## config.mk

```make
export PLATFORM = sky130hd
export DESIGN_NAME = kji_alu
export DESIGN_NICKNAME = d
export VERILOG_FILES = /design/src/design/kji_pkg.sv /design/src/design/kji_alu.sv
export SDC_FILE = /design/constraint.sdc
export NUM_CORES = 1
export LEC_CHECK = 0
export ABC_AREA = 1
export BUFFER_PORTS_ARGS = -buffer_cell sky130_fd_sc_hd__buf_2
export CORE_MARGIN = 1.5
export CORE_UTILIZATION = 40
export CTS_CLUSTER_DIAMETER = 100
export CTS_CLUSTER_SIZE = 12
export DETAILED_ROUTE_END_ITERATION = 8
export HOLD_SLACK_MARGIN = 0.08
export PLACE_DENSITY_LB_ADDON = 0.05
export SLEW_MARGIN = 20
export SYNTH_ARGS = -nofsm -noshare
export SYNTH_HDL_FRONTEND = slang
export SYNTH_SLANG_ARGS = --single-unit
```

## constraint.sdc

```tcl
create_clock -name aclk -period 6.4 [get_ports aclk]
set_input_delay 1.28 -clock aclk [delete_from_list [all_inputs] [get_ports aclk]]
set_output_delay 1.28 -clock aclk [all_outputs]
set_load 0.005 [all_outputs]
```

## src/design/kji_pkg.sv

```systemverilog
// Package for the keyframe joint interpolator.
// Holds the shared arithmetic unit's request type, the input mode codes and constants.
// No dependencies.
package kji_pkg;

    localparam int ALU_W = 64;
    localparam int PROG_BITS = 24;
    localparam logic [15:0] SCALE_ONE = 16'd256;
    localparam logic [19:0] SPEED_MS_MUL = 20'd1000;
    localparam logic [19:0] SPEED_ZERO_MUL = 20'd1000000;

    localparam logic [1:0] MODE_SET_START = 2'd0;
    localparam logic [1:0] MODE_SET_GOAL = 2'd1;
    localparam logic [1:0] MODE_BEGIN_FRAME = 2'd2;
    localparam logic [1:0] MODE_STEP = 2'd3;

    localparam logic CFG_CYCLE_MS = 1'b0;
    localparam logic CFG_ACTIVE_JOINTS = 1'b1;

    typedef enum logic {
        ALU_MUL = 1'b0,
        ALU_DIV = 1'b1
    } alu_op_t;

    typedef struct packed {
        logic       start;
        alu_op_t    op;
        logic [6:0] nbits;
    } alu_req_t;

endpackage

```

## src/design/kji_alu.sv

```systemverilog
// Shared bit-serial arithmetic unit: shift-add multiply and restoring divide.
// Depends on kji_pkg.
module kji_alu import kji_pkg::*; (
    input  logic             aclk,
    input  logic             aresetn,
    input  alu_req_t         req,
    input  logic [ALU_W-1:0] a,
    input  logic [ALU_W-1:0] b,
    output logic             done,
    output logic [ALU_W-1:0] result
);

    logic             busy_reg, busy_next;
    logic             done_reg, done_next;
    alu_op_t          op_reg, op_next;
    logic [6:0]       cnt_reg, cnt_next;
    logic [ALU_W:0]   acc_reg, acc_next;
    logic [ALU_W-1:0] x_reg, x_next;
    logic [ALU_W-1:0] y_reg, y_next;
    logic [ALU_W:0]   rem_sh;
    logic             ge;

    always_comb begin
        busy_next = busy_reg;
        done_next = 1'b0;
        op_next = op_reg;
        cnt_next = cnt_reg;
        acc_next = acc_reg;
        x_next = x_reg;
        y_next = y_reg;
        rem_sh = {acc_reg[ALU_W-1:0], x_reg[ALU_W-1]};
        ge = rem_sh >= {1'b0, y_reg};
        if (!busy_reg) begin
            if (req.start) begin
                busy_next = 1'b1;
                op_next = req.op;
                cnt_next = (req.op == ALU_DIV) ? 7'(ALU_W - 1) : req.nbits - 7'd1;
                acc_next = '0;
                x_next = a;
                y_next = b;
            end
        end else begin
            if (op_reg == ALU_DIV) begin
                acc_next = ge ? rem_sh - {1'b0, y_reg} : rem_sh;
                x_next = {x_reg[ALU_W-2:0], ge};
            end else begin
                if (y_reg[0]) begin
                    acc_next = {1'b0, acc_reg[ALU_W-1:0] + x_reg};
                end
                x_next = {x_reg[ALU_W-2:0], 1'b0};
                y_next = {1'b0, y_reg[ALU_W-1:1]};
            end
            cnt_next = cnt_reg - 7'd1;
            if (cnt_reg == 7'd0) begin
                busy_next = 1'b0;
                done_next = 1'b1;
            end
        end
    end

    always_ff @(posedge aclk) begin
        if (!aresetn) begin
            busy_reg <= 1'b0;
            done_reg <= 1'b0;
        end else begin
            busy_reg <= busy_next;
            done_reg <= done_next;
        end
        op_reg <= op_next;
        cnt_reg <= cnt_next;
        acc_reg <= acc_next;
        x_reg <= x_next;
        y_reg <= y_next;
    end

    assign done = done_reg;
    assign result = (op_reg == ALU_DIV) ? x_reg : acc_reg[ALU_W-1:0];

endmodule

```

==> results_dict.tcl <==
set metrics [dict create \
    outcome "finished, final reports clean" \
    wl_um 87200 \
    cts_buffers 23 \
    timing.final.max_slew_violations 0 \
    fp.dieW_um 227 \
    clock_latency_ns 0.57 \
    min_from "cnt_reg[0]" \
    syn_to_final_growth_pct 11.4 \
    drtPass1Iterations 6 \
    track_usage_pct 33.5 \
    ys_warn_count 0 \
    grt_max_degree 132 \
    cts_hold_buf 0 \
    fin_skew_ns 0.0206 \
    synth_edf_count 200 \
    cp-start-kind "flip-flop" \
    grt_pass1_vias 20400 \
    ys_types 49 \
    synth_fp_nets 3441 \
    ios 204 \
    antenna_found_initial 1 \
    min_path_type "flip-flop to flip-flop" \
    hold_depth 1 \
    cts_root_buffer "clkbuf_16" \
    worst_pin_slew_ns 1.03 \
    ant_nets 0 \
    design.core.area_um2 49200 \
    synthArstFlopShare_pct 0 \
    synthFlopType "edfxtp_1" \
    die_y_um 227 \
    worstPathArrival_ns 2.86 \
    layout_commonest_cell "nand2_1" \
    worstPathMaxFanout 40 \
    endpoint_kind "primary output" \
    nNetsFinal 3613 \
    path_clk_slew_ns 0.06 \
    wl_per_cell_um 21.7 \
    irDropWorstVdd_uv 202 \
    critical_path_required_ns 5.12 \
    final.fill_count 5266 \
    place_congestion 1.09 \
    cts_buffer_depth 3 \
    die_area_um2 51500 \
    n_antenna_cell 0 \
    start_util_pct 40.8 \
    rrSetupSlack_ns 2.47 \
    drive_gt1_share_pct 9.01 \
    post_cts_resize_count 0 \
    rows 81 \
    cts_tree "built" \
    reg2reg_depth 15 \
    syn_inst 3170 \
    drc 0 \
    grt_pass1_wl_um 126000 \
    worstSetupPathType "flip-flop to primary output" \
    final_cell_mix "nand2_1, inv_1, nor2_1, o21ai_0, a21oi_1" \
    yosys_register_bits 202 \
    syn_area_um2 20100 \
    maxCapViolations 0 \
    port_buffers 203 \
    slew_headroom_pct 30.3 \
    num_vias 22100 \
    timing.rr.end "acc_reg[10]" \
    htreeDepth 1 \
    dp_hpwl_um 72000 \
    r2r_start "acc_reg[17]" \
    rsz0062_at_grt "no" \
    tns_ns 0 \
    finalCritPeriodShare_pct 64.7 \
    post-cts-setup-buffer-count 0 \
    synth_seq_area_share_pct 30.2 \
    finalHoldViolations 0 \
    min_to "cnt_reg[0]" \
    dpl_cell_area_um2 21700 \
    vias_per_cell 5.50 \
    powerDensity_nw_per_um2 298 \
    fmax_ghz 0.242 \
    gr-total-overflow 0 \
    drt_iter0_markers 2615 \
    setup_viol_count_final 0 \
    cts_sinks 202 \
    period_minus_slack_ns 4.14 \
    syn_avg_cell_area_um2 6.33 \
    fin_area_um2 22300 \
    power_leakage_nw 11.0 \
]
## cell families after synthesis
family,count (synthesis),synth area share (%)
AO/OA/AOI/OAI,559,15.1
XOR/XNOR,41,1.79
adder cells (fa/ha/maj),132,8.31
AND/OR/NAND/NOR,1712,34.4
buffers and inverters,524,10.2
flip-flops,202,30.2
## Yosys cell counts (4+ instances only)
master	count	share of area [%]
nor3_1	28	0.70
buf_2	4	0.10
inv_2	14	0.26
nand4_1	17	0.53
inv_1	438	8.2
nand3_1	170	4.2
clkbuf_1	52	0.97
and2_1	4	0.12
a21o_1	10	0.37
o21a_1	8	0.30
o211ai_1	10	0.37
buf_6	8	0.45
or2_2	6	0.19
xor2_1	8	0.35
a31oi_1	5	0.16
a21boi_0	4	0.15
xnor2_1	33	1.4
nor2_1	321	6.0
o21bai_1	37	1.4
nand2_2	5	0.16
nand3b_1	15	0.56
edfxtp_1	200	30
o21ai_0	212	5.3
a21oi_1	204	5.1
ha_1	130	8.1
nor4_1	5	0.16
o21ai_1	52	1.3
nand2_1	1123	21
nor2_2	10	0.31
o21ai_2	4	0.17
## layout make-up
class | instances | area, um^2 | area share, %
Multi-Input combinational cell | 2444 | 12000 | 53.6
Sequential cell | 202 | 6050 | 27.1
Inverter | 455 | 1710 | 7.67
Timing Repair Buffer | 216 | 1110 | 4.99
Tap cell | 664 | 831 | 3.72
Clock buffer | 29 | 598 | 2.68
Clock inverter | 7 | 57.6 | 0.258
## critical path, cell delays in order (launching register included)
cell and delay [ns]:
edfxtp_1 0.33, buf_4 0.38, clkinv_1 0.47, buf_4 0.42, o21ai_0 0.43, buf_2 0.19
## layer usage
layer  global-route usage [%]  routed length (um)  vias to the layer above
li1                         -                   -                    10600
met1                     50.0               40300                    10300
met2                     50.9               36900                     1091
met3                     2.60                7070                      125
met4                     10.0                2930                        0
met5                        0                   0                        -
## worst max path at each step
stage | startpoint | end | slack, ns | depth (start not counted)
6_report | op_reg | result[63] | 2.26 | 5
5_1_grt | op_reg | result[63] | 2.19 | 5
3_5_place_dp | req[8] | acc_reg[56] | 2.57 | 6
2_1_floorplan | req[8] | acc_reg[0] | 1.65 | 4
4_1_cts | op_reg | result[63] | 2.25 | 5
3_3_place_gp | req[8] | acc_reg[55] | 2.61 | 6
## power breakdown
group          total (mW)  internal (mW)  switching (mW)
sequential           1.94           1.70           0.244
combinational        3.44           1.03            2.41
clock                1.27          0.662           0.612
## per-stage QoR
step           worst slack (ns)  std cells  power [mW]  util, %  hold WS (ns)
2_1_floorplan              1.65       3170        4.08        -         0.519
3_3_place_gp               2.61       3981        5.26     44.1         0.579
3_5_place_dp               2.57       3981        5.27     44.1         0.587
4_1_cts                    2.25       4017        6.56     45.4         0.604
5_1_grt                    2.19       4017        7.04     45.4         0.609
6_report                   2.26       4017        6.66     45.4         0.599
No activity file was read; power rests on OpenSTA's default activity.
